[src/led_blink_pattern_sequencer_defines.svh]
// assertion macros for the led blink pattern sequencer
// no dependencies; included by the files that carry assertions
`ifndef LED_BLINK_PATTERN_SEQUENCER_DEFINES_SVH
`define LED_BLINK_PATTERN_SEQUENCER_DEFINES_SVH

`ifndef ASSERT_OFF
`define LBPS_ASSERT(lbl, clk, rst, prop) \
  lbl: assert property (@(posedge clk) disable iff (rst) prop) \
    else $error("lbps assertion failed");
`define LBPS_ASSERT_MSG(lbl, clk, rst, prop, msg) \
  lbl: assert property (@(posedge clk) disable iff (rst) prop) \
    else $error(msg);
`else
`define LBPS_ASSERT(lbl, clk, rst, prop)
`define LBPS_ASSERT_MSG(lbl, clk, rst, prop, msg)
`endif

`endif

[src/lbps_pkg.sv]
// types and codes for the led blink pattern sequencer
// no dependencies
package lbps_pkg;

  localparam logic [1:0] OP_TICK  = 2'd0;
  localparam logic [1:0] OP_SOLID = 2'd1;
  localparam logic [1:0] OP_BLINK = 2'd2;

  localparam logic [1:0] MODE_ON   = 2'd0;
  localparam logic [1:0] MODE_OFF  = 2'd1;
  localparam logic [1:0] MODE_ONCE = 2'd2;
  localparam logic [1:0] MODE_CONT = 2'd3;

  typedef struct packed {
    logic [1:0]  operation;
    logic        level;
    logic [15:0] on_time;
    logic [15:0] off_time;
    logic [7:0]  burst_length;
    logic [15:0] repeat_gap;
  } lbps_in_t;

  typedef struct packed {
    logic       led;
    logic       error;
    logic [1:0] mode_now;
  } lbps_out_t;

endpackage

[src/led_blink_pattern_sequencer.sv]
// led blink pattern sequencer: commands and ms ticks in, led level and mode out
// depends on lbps_pkg and led_blink_pattern_sequencer_defines.svh
//
//   channel | signals                         | carries
//   in      | in_valid, in_ready, in_data     | tick, solid or blink command
//   out     | out_valid, out_ready, out_data  | led, error, mode after the item
//
// one item per cycle sustained while results are taken
// the item sits in an input register, the led/timer update runs combinationally
// into the state and the result register
// reset: solid off, led off, timer stopped, all timings zero
// a stalled result holds the result register; the input register still takes
// an item, further items wait until the result is taken
`include "led_blink_pattern_sequencer_defines.svh"

module led_blink_pattern_sequencer
  import lbps_pkg::*;
#(
  parameter int TIME_BITS  = 16,
  parameter int COUNT_BITS = 8
) (
  input  logic      clk,
  input  logic      rst,
  input  logic      in_valid,
  output logic      in_ready,
  input  lbps_in_t  in_data,
  output logic      out_valid,
  input  logic      out_ready,
  output lbps_out_t out_data
);

  // input register
  logic     in_full;
  lbps_in_t in_q;
  logic     advance;

  // sequencer state
  logic [1:0]            mode_reg, mode_next;
  logic                  led_reg, led_next;
  logic                  timer_active, timer_active_next;
  logic [TIME_BITS-1:0]  ticks_left, ticks_left_next;
  logic [COUNT_BITS-1:0] pulses_left, pulses_left_next;
  logic [TIME_BITS-1:0]  cur_on, cur_on_next;
  logic [TIME_BITS-1:0]  cur_off, cur_off_next;
  logic [COUNT_BITS-1:0] cur_burst, cur_burst_next;
  logic [TIME_BITS-1:0]  cur_gap, cur_gap_next;
  logic [1:0]            saved_mode, saved_mode_next;
  logic [TIME_BITS-1:0]  saved_on, saved_on_next;
  logic [TIME_BITS-1:0]  saved_off, saved_off_next;
  logic [COUNT_BITS-1:0] saved_burst, saved_burst_next;
  logic [TIME_BITS-1:0]  saved_gap, saved_gap_next;
  logic                  err_next;

  // command fields narrowed to the stored widths
  logic [TIME_BITS-1:0]  on_t, off_t, gap_t;
  logic [COUNT_BITS-1:0] burst_t;
  logic [COUNT_BITS-1:0] pulses_dec;

  assign on_t    = TIME_BITS'(in_q.on_time);
  assign off_t   = TIME_BITS'(in_q.off_time);
  assign gap_t   = TIME_BITS'(in_q.repeat_gap);
  assign burst_t = COUNT_BITS'(in_q.burst_length);

  assign advance  = in_full && (!out_valid || out_ready);
  assign in_ready = !in_full || advance;

  assign pulses_dec = (pulses_left != '0) ? pulses_left - COUNT_BITS'(1) : pulses_left;

  always_comb begin
    mode_next         = mode_reg;
    led_next          = led_reg;
    timer_active_next = timer_active;
    ticks_left_next   = ticks_left;
    pulses_left_next  = pulses_left;
    cur_on_next       = cur_on;
    cur_off_next      = cur_off;
    cur_burst_next    = cur_burst;
    cur_gap_next      = cur_gap;
    saved_mode_next   = saved_mode;
    saved_on_next     = saved_on;
    saved_off_next    = saved_off;
    saved_burst_next  = saved_burst;
    saved_gap_next    = saved_gap;
    err_next          = 1'b0;

    unique case (in_q.operation)
      OP_TICK: begin
        if (timer_active) begin
          if (ticks_left <= TIME_BITS'(1)) begin
            ticks_left_next = '0;
            if (!led_reg) begin
              led_next        = 1'b1;
              ticks_left_next = cur_on;
            end else begin
              led_next         = 1'b0;
              pulses_left_next = pulses_dec;
              if (pulses_dec != '0 && cur_off != '0) begin
                ticks_left_next = cur_off;
              end else if (mode_reg == MODE_ONCE) begin
                // burst done: bring back the earlier mode and timings
                cur_on_next    = saved_on;
                cur_off_next   = saved_off;
                cur_burst_next = saved_burst;
                cur_gap_next   = saved_gap;
                mode_next      = saved_mode;
                if (!saved_mode[1]) begin
                  led_next          = (saved_mode == MODE_ON);
                  timer_active_next = 1'b0;
                end else begin
                  led_next          = 1'b1;
                  pulses_left_next  = saved_burst;
                  ticks_left_next   = saved_on;
                  timer_active_next = 1'b1;
                end
              end else if (mode_reg == MODE_CONT) begin
                pulses_left_next = cur_burst;
                ticks_left_next  = cur_gap;
              end else begin
                timer_active_next = 1'b0;
              end
            end
          end else begin
            ticks_left_next = ticks_left - TIME_BITS'(1);
          end
        end
      end
      OP_SOLID: begin
        mode_next         = in_q.level ? MODE_ON : MODE_OFF;
        led_next          = in_q.level;
        timer_active_next = 1'b0;
      end
      OP_BLINK: begin
        if (on_t == '0 || (off_t == '0 && burst_t != '0)) begin
          err_next = 1'b1;
        end else begin
          if (gap_t == '0) begin
            saved_mode_next  = mode_reg;
            saved_on_next    = cur_on;
            saved_off_next   = cur_off;
            saved_burst_next = cur_burst;
            saved_gap_next   = cur_gap;
          end
          cur_on_next       = on_t;
          cur_off_next      = off_t;
          cur_burst_next    = burst_t;
          cur_gap_next      = gap_t;
          mode_next         = (gap_t != '0) ? MODE_CONT : MODE_ONCE;
          led_next          = 1'b1;
          pulses_left_next  = burst_t;
          ticks_left_next   = on_t;
          timer_active_next = 1'b1;
        end
      end
      default: begin
        // unused operation code leaves the state alone
      end
    endcase
  end

  always_ff @(posedge clk) begin
    if (rst) begin
      in_full <= 1'b0;
    end else if (in_ready) begin
      in_full <= in_valid;
    end
  end

  always_ff @(posedge clk) begin
    if (in_ready && in_valid) begin
      in_q <= in_data;
    end
  end

  always_ff @(posedge clk) begin
    if (rst) begin
      out_valid <= 1'b0;
    end else if (advance) begin
      out_valid <= 1'b1;
    end else if (out_ready) begin
      out_valid <= 1'b0;
    end
  end

  always_ff @(posedge clk) begin
    if (advance) begin
      out_data.led      <= led_next;
      out_data.error    <= err_next;
      out_data.mode_now <= mode_next;
    end
  end

  always_ff @(posedge clk) begin
    if (rst) begin
      mode_reg     <= MODE_OFF;
      led_reg      <= 1'b0;
      timer_active <= 1'b0;
      ticks_left   <= '0;
      pulses_left  <= '0;
      cur_on       <= '0;
      cur_off      <= '0;
      cur_burst    <= '0;
      cur_gap      <= '0;
      saved_mode   <= MODE_OFF;
      saved_on     <= '0;
      saved_off    <= '0;
      saved_burst  <= '0;
      saved_gap    <= '0;
    end else if (advance) begin
      mode_reg     <= mode_next;
      led_reg      <= led_next;
      timer_active <= timer_active_next;
      ticks_left   <= ticks_left_next;
      pulses_left  <= pulses_left_next;
      cur_on       <= cur_on_next;
      cur_off      <= cur_off_next;
      cur_burst    <= cur_burst_next;
      cur_gap      <= cur_gap_next;
      saved_mode   <= saved_mode_next;
      saved_on     <= saved_on_next;
      saved_off    <= saved_off_next;
      saved_burst  <= saved_burst_next;
      saved_gap    <= saved_gap_next;
    end
  end

  // timer runs exactly in the blink modes
  `LBPS_ASSERT(a_timer_mode, clk, rst, timer_active == mode_reg[1])
  // solid modes drive the led to their own level
  `LBPS_ASSERT(a_solid_led, clk, rst, !mode_reg[1] |-> (led_reg == (mode_reg == MODE_ON)))
  // a result mirrors the state it left behind
  `LBPS_ASSERT_MSG(a_out_state, clk, rst, advance |=> (out_valid && out_data.led == led_reg && out_data.mode_now == mode_reg), "result does not match state")
  // a rejected blink leaves the mode untouched
  `LBPS_ASSERT_MSG(a_err_keep, clk, rst, (advance && err_next) |=> $stable(mode_reg), "rejected blink changed mode")

endmodule

[config.mk]
export PLATFORM = sky130hd
export DESIGN_NAME = led_blink_pattern_sequencer
export DESIGN_NICKNAME = d
export VERILOG_FILES = /design/src/lbps_pkg.sv /design/src/led_blink_pattern_sequencer.sv
export VERILOG_INCLUDE_DIRS = /design/src /design/src/src
export SDC_FILE = /design/constraint.sdc
export NUM_CORES = 1
export LEC_CHECK = 0
export BUFFER_PORTS_ARGS = -buffer_cell sky130_fd_sc_hd__buf_2
export CAP_MARGIN = 20
export CORE_ASPECT_RATIO = 0.8
export CORE_MARGIN = 4
export CORE_UTILIZATION = 50
export CTS_CLUSTER_DIAMETER = 200
export DETAILED_ROUTE_END_ITERATION = 12
export PLACE_DENSITY = 0.71
export SLEW_MARGIN = 0
export SYNTH_ARGS = -nofsm -noshare
export SYNTH_HDL_FRONTEND = slang
export SYNTH_SLANG_ARGS = --single-unit
[constraint.sdc]
create_clock -name clk -period 4.7 [get_ports clk]
set_input_delay 0.235 -clock clk [delete_from_list [all_inputs] [get_ports clk]]
set_output_delay 0.235 -clock clk [all_outputs]
set_load 0.02 [all_outputs]
==> results of run 1 <==
## per-layer routing
layer	global-route usage, %	up-vias
met4	4.76	0
met3	4.14	50
li1	-	3851
met1	35.1	3826
met2	35.1	318
met5	0	-
## cell families after synthesis
group | Yosys count | share of synthesized area (%)
muxes | 122 | 12.4
DFF | 207 | 48.6
and+or+nand+nor | 308 | 14.9
buffers and inverters | 94 | 3.95
AOI/OAI and AO/OA | 248 | 19.1
adders and majority gates | 7 | 0.892
xor gates and xnor gates | 1 | 0.0892
## metrics by stage
stage	instances	worst slack (ps)	area, sq um
floorplan	987	1620	9820
global placement	1254	1320	10300
detailed placement	1254	1260	10300
CTS	1352	1200	11600
global route	1352	795	11600
finish	1352	1190	11600
## worst register-to-register path, delay by kind of cell (launching register included)
family	cells	cell delay, ps
AO/OA/AOI/OAI	4	1220
AND/OR/NAND/NOR	3	1040
buffers and inverters	2	510
flip-flops	1	410
adder cells (fa/ha/maj)	1	240
## how the worst max path moves through the flow
stage	end	cells after the start
after CTS	cur_off[8]	10
final	cur_off[8]	10
after global routing	cur_off[11]	10
after floorplan	cur_burst[7]	11
after detailed placement	cur_on[1]	10
after global placement	cur_on[13]	10
## layout by cell type (no fill, tap or decap), drive strengths merged, types with 3 or more instances in the layout
cell / n
nor4: 21
clkinv: 7
and2: 5
nor2: 148
a311oi: 3
dfxtp: 144
o41ai: 3
a211o: 8
clkbuf: 27
nor2b: 7
nand3: 15
o21a: 3
nand2: 40
a211oi: 61
a21o: 4
a221oi: 12
and3: 4
a22oi: 7
inv: 21
o21ai: 38
or4: 9
nand4: 5
a21oi: 50
nand2b: 19
dlygate4sd3: 60
nor3b: 3
or3: 9
edfxtp: 63
ha: 7
o22ai: 3
buf: 82
nor3: 16
mux2i: 122
a31oi: 8
o221ai: 4
a22o: 17
o211ai: 9
## cell type report
cell class	instances	area, sq um
inverter	21	78.8
timing repair buffer	142	1060
clock inverter	11	115
clock buffer	27	568
multi-input combinational	686	4690
fill	1593	7540
tap	258	323
sequential	207	4770
## repair_timing
item,4_1_cts,5_1_grt
setup buffers,0,0
hold endpoints to repair,60,0
hold buffers,60,0
## power by group
part	switching (mW)	internal, mW
clock	0.713	0.969
sequential	0.0743	1.91
combinational	0.386	0.268
==> results.json, run 1 <==
{
  "hold_end": "out_valid",
  "syn2layout_area_growth_pct": 18.2,
  "drt_iter0_markers": 885,
  "cts_buffers": 21,
  "reg2reg_slack_ps": 1190,
  "maxCapViolations": 0,
  "slowest_stage": "or4b_1",
  "port_buffers": 68,
  "grt.overflow.total": 0,
  "cp_max_fo": 36,
  "synth-main-ff-cell": "dfxtp_1",
  "layout-drive-gt1-share_pct": 14.3,
  "dp_hpwl_mm": 16.3,
  "fin_crit_sh_pct": 74.7,
  "antenna_found_initial": 0,
  "synth_warnings": 0,
  "grt_max_degree": 77,
  "first_pass_iters": 5,
  "syn_area_per_cell_sq_um": 9.95,
  "cts_tree": "built",
  "powerDensity_mw_per_mm2": 372,
  "reg2reg_from": "pulses_left[0]",
  "cp.arrival_ps": 3920,
  "synth_cell_type_count": 67,
  "cp_slowest_stage_delay_ps": 530,
  "p_leak_nw": 4.50,
  "synth_edf_count": 63,
  "synth_common_cells": "nor2_1, dfxtp_1, mux2i_1",
  "period_needed_ps": 3510,
  "hold_ws_ps": 29.6,
  "worst-setup-path-type": "flop to flop",
  "nNetsFinal": 1149,
  "clk_pin_slew_ps": 70,
  "initial_utilization_pct": 51.3,
  "max-slew-margin-rel_pct": 25.1,
  "die_h_um": 133,
  "top_layer": "met4",
  "insertion_delay_ps": 520,
  "detail-route-antenna-nets": 0,
  "cp_top_family": "compound AO/OA/AOI/OAI gates",
  "n_antenna_cell": 0,
  "cts_sinks": 207,
  "dieArea_sq_mm": 0.0220,
  "netlist_instances": 987,
  "worst_pin_slew_ps": 1120,
  "routedWlPerCell_um": 18.8,
  "die_w_um": 165,
  "critical_path.startpoint": "pulses_left[0]",
  "rsz0062_at_grt": "false",
  "io_pins": 69,
  "met3_length_mm": 1.72,
  "hold_path.class": "primary input to flop",
  "finalSetupViolations": 0,
  "dr_wl_met2_mm": 11.2,
  "utilization_pct": 60.6,
  "clockRootBuffer": "clkbuf_16",
  "status": "finished clean",
  "hold_path_depth": 4,
  "grt_usage_pct": 23.2,
  "drcViolationCount": 0,
  "cp_cell_sequence": "inv_1 -> ha_1 -> or4b_1 -> or3_1 -> a221oi_2 -> a41oi_1 -> a211oi_4 -> buf_4 -> nor2_1 -> a211oi_1",
  "ys_seq_area_share_pct": 48.6,
  "gp_congestion": 0.906,
  "grt_pass1_vias": 7587,
  "vias": 8045,
  "synthTopCellsByArea": "dfxtp_1, edfxtp_1, mux2i_1",
  "yosys.area.top_type_share_pct": 29.3,
  "r2r_cells": 10,
  "ys_async_sr_fraction_pct": 0,
  "min_from": "out_ready",
  "rows": 45,
  "cp-start-kind": "flop",
  "setup.worst_path.end_class": "flop",
  "cts_htree_levels": 1,
  "syn_area_sq_mm": 0.00982,
  "viasPerCell": 5.95,
  "routedLengthMet1_mm": 11.9,
  "clockBufferDepth": 3,
  "design_power_total_mw": 4.32,
  "slew_violations": 0,
  "r2r-end": "cur_off[8]",
  "synthesis.nets": 1057,
  "cp_num_buf_inv": 2,
  "ys_ff_latch": 207,
  "wirelength_mm": 25.4,
  "setup_tns_ps": 0,
  "max-vdd-ir-drop_v": 0.000366,
  "synth.most_common_cell": "nor2_1",
  "clock.fmax_ghz": 0.285,
  "hold_viol": 0,
  "grt_first_pass_wirelength_mm": 41.5,
  "synth_top_area_cell": "dfxtp_1",
  "placeableCoreArea_sq_mm": 0.0191,
  "critPathRequiredTime_ps": 5100,
  "finalClockSkew_ps": 21.5,
  "cts-resized-gates": 0
}
No activity file was read; power rests on OpenSTA's default activity.
==> run 2, diff against run 1 <==
- ABC_AREA: not set -> 1
- clock period: 4.7 -> 3.43 ns (I/O delays scaled with it)
==> run 2 against run 1 <==
Net effect:
- setup slack worse by 650 ps
- sequential power up 34%
- highest routed layer unchanged
- total power increased by 37%
- final cell count up 29%
- area after synthesis grew 2.8%
- critical path type unchanged
- via count grew 17%
- clock-buffer cell count unchanged
- clock power increased by 36%
- design area is 2.9% higher
- clock skew down 7.0 ps
- register-to-register slack got worse by 650 ps
- critical path depth grew 6
==> results.json, run 2 <==
{
  "cp_slowest_stage_delay_ps": 310,
  "grt_usage_pct": 23.9,
  "viasPerCell": 5.39,
  "finalClockSkew_ps": 14.5,
  "routedWlPerCell_um": 15.8,
  "min_from": "rst",
  "cts_buffers": 21,
  "pre_cts_ws_ps": 603,
  "ys_seq_area_share_pct": 47.3,
  "seqCellArea_sq_mm": 0.00477,
  "n_antenna_cell": 0,
  "placed_cell_area_sq_mm": 0.0106,
  "slowest_stage": "dfxtp_1",
  "drcViolationCount": 0,
  "worst-setup-path-type": "flop to flop",
  "finalSetupViolations": 0,
  "cp_top_family": "simple AND/OR/NAND/NOR gates",
  "final_common_cell": "nand2_1",
  "rows": 46,
  "clk_pin_slew_ps": 60,
  "synthesis.nets": 1440,
  "setup_tns_ps": 0,
  "p_leak_nw": 5.38,
  "cts_tree": "built",
  "hold_viol": 0,
  "port_buffers": 68,
  "synth_warnings": 0,
  "ys_async_sr_fraction_pct": 0,
  "cts_sinks": 207,
  "reg2reg_slack_ps": 540,
  "multi_input_area_sq_mm": 0.00449,
  "antenna_found_initial": 0,
  "worst_pin_slew_ps": 953,
  "detail-route-antenna-nets": 0,
  "cpMostUsedCell": "nand2_1",
  "clock.fmax_ghz": 0.346,
  "clockBufferDepth": 3,
  "syn_area_per_cell_sq_um": 7.37,
  "grt.overflow.total": 0,
  "cts_htree_levels": 1,
  "max-vdd-ir-drop_v": 0.000333,
  "slew_violations": 0,
  "clockRootBuffer": "clkbuf_16",
  "netlist_instances": 1370,
  "critical_path.startpoint": "pulses_left[0]",
  "nNetsFinal": 1534,
  "maxCapViolations": 0,
  "drt_iter0_markers": 844,
  "dieArea_sq_mm": 0.0225,
  "fin_area_sq_mm": 0.0119,
  "yosys.area.top_type_share_pct": 28.6,
  "synth_edf_count": 63,
  "hold_end": "mode_reg[0]",
  "grt_pass1_vias": 8725,
  "reg2reg_from": "pulses_left[0]",
  "setup_ws_ps": 536,
  "insertion_delay_ps": 510,
  "r2r_cells": 16,
  "fin_crit_sh_pct": 84.4,
  "cp_max_fo": 44,
  "synth_cell_type_count": 39,
  "syn2layout_area_growth_pct": 18.3,
  "dp_hpwl_mm": 17.9,
  "grt_first_pass_wirelength_mm": 44.8,
  "r2r-end": "cur_gap[12]",
  "ys_ff_latch": 207,
  "hold_path_depth": 3,
  "cp.arrival_ps": 3290,
  "syn_area_sq_mm": 0.0101,
  "io_pins": 69,
  "period_needed_ps": 2890,
  "first_pass_iters": 7,
  "layout_common_cells": "nand2_1, dfxtp_1, a21oi_1, nor2_1, inv_1",
  "hold_path.class": "primary input to flop",
  "critPathRequiredTime_ps": 3830,
  "grt_max_degree": 117,
  "synth.most_common_cell": "nand2_1",
  "gp_congestion": 0.890,
  "design_power_total_mw": 5.90,
  "die_h_um": 135,
  "vias": 9402,
  "die_w_um": 167,
  "max-slew-margin-rel_pct": 36.3,
  "status": "finished clean",
  "synthTopCellsByArea": "dfxtp_1, edfxtp_1, nand2_1",
  "post_cts_buffers": 0,
  "rsz0062_at_grt": "false",
  "wirelength_mm": 27.6,
  "layout-drive-gt1-share_pct": 10.7,
  "setup.worst_path.end_class": "flop",
  "synth_common_cells": "nand2_1, dfxtp_1, a21oi_1",
  "fillers": 1836,
  "synth-main-ff-cell": "dfxtp_1",
  "cp_num_buf_inv": 3,
  "initial_utilization_pct": 50.8,
  "placeableCoreArea_sq_mm": 0.0199,
  "synth_top_area_cell": "dfxtp_1",
  "powerDensity_mw_per_mm2": 495,
  "cp_cell_sequence": "inv_1 -> ha_1 -> nand2_2 -> nor3_1 -> nor2_2 -> nand2_1 -> nor2_1 -> nand2_1 -> nand2_1 -> inv_2 -> nand2_4 -> nand3_4 -> buf_12 -> nand2_1 -> nand2_1 -> nor2_1",
  "cp-start-kind": "flop"
}
-- run 2: worst register-to-register path: stages, from the launching register on --
cell and delay [ps]:
dfxtp_1 310, inv_1 160, ha_1 270, nand2_2 120, nor3_1 300, nor2_2 90
nand2_1 70, nor2_1 40, nand2_1 290, nand2_1 150, inv_2 140, nand2_4 70
nand3_4 290, buf_12 280, nand2_1 100, nand2_1 60, nor2_1 40
-- run 2: timing repair --
action | in CTS | in global routing
hold buffers | 63 | 0
hold endpoints to repair | 61 | 0
gates resized for setup | 0 | 0
-- run 2: where the power goes --
part / switching (mW) / internal (mW)
Clock: 0.978 / 1.31
Combinational: 0.631 / 0.329
Sequential: 0.0514 / 2.61
Total: 1.66 / 4.24
-- run 2: logic make-up after synthesis --
logic type               after synthesis  share of synthesized area [%]
AO/OA/AOI/OAI                        316                           17.4
XOR/XNOR                               5                          0.434
adder cells (fa/ha/maj)                7                          0.868
buffers and inverters                211                           8.35
flip-flops                           207                           47.3
multiplexers                           2                          0.198
AND/OR/NAND/NOR                      622                           25.5
-- run 2: area by class of cell --
| type | instances | area share, % |
|---|---|---|
| Inverter | 128 | 4.02 |
| Multi-Input combinational cell | 952 | 37.6 |
| Sequential cell | 207 | 40.0 |
| Clock inverter | 11 | 0.975 |
| Clock buffer | 27 | 4.67 |
| Timing Repair Buffer | 154 | 10.0 |
| Tap cell | 264 | 2.77 |
-- run 2: how the worst max path moves through the flow --
stage | cells after the start | to | slack, ps
4_1_cts | 16 | cur_gap[2] | 580
3_3_place_gp | 17 | cur_off[2] | 650
5_1_grt | 17 | cur_gap[2] | 240
3_5_place_dp | 16 | cur_off[4] | 600
2_1_floorplan | 3 | burst_t[0] | 1130
6_report | 16 | cur_gap[12] | 540
-- run 2: layer usage --
layer	GRT usage (%)	up-vias	part of all wire, %
li1	-	4705	-
met1	33.2	4280	45
met2	38.9	357	45
met3	4.16	60	7.1
met4	6.41	0	2.8
met5	0	-	0
-- run 2: through the flow --
stage,hold WS (ps),instances,util (%)
after floorplan,270,1370,-
after global placement,348,1642,53.6
after detailed placement,350,1642,53.6
after CTS,11.7,1743,60.1
after global routing,50.3,1743,60.1
final,33.2,1743,60.1
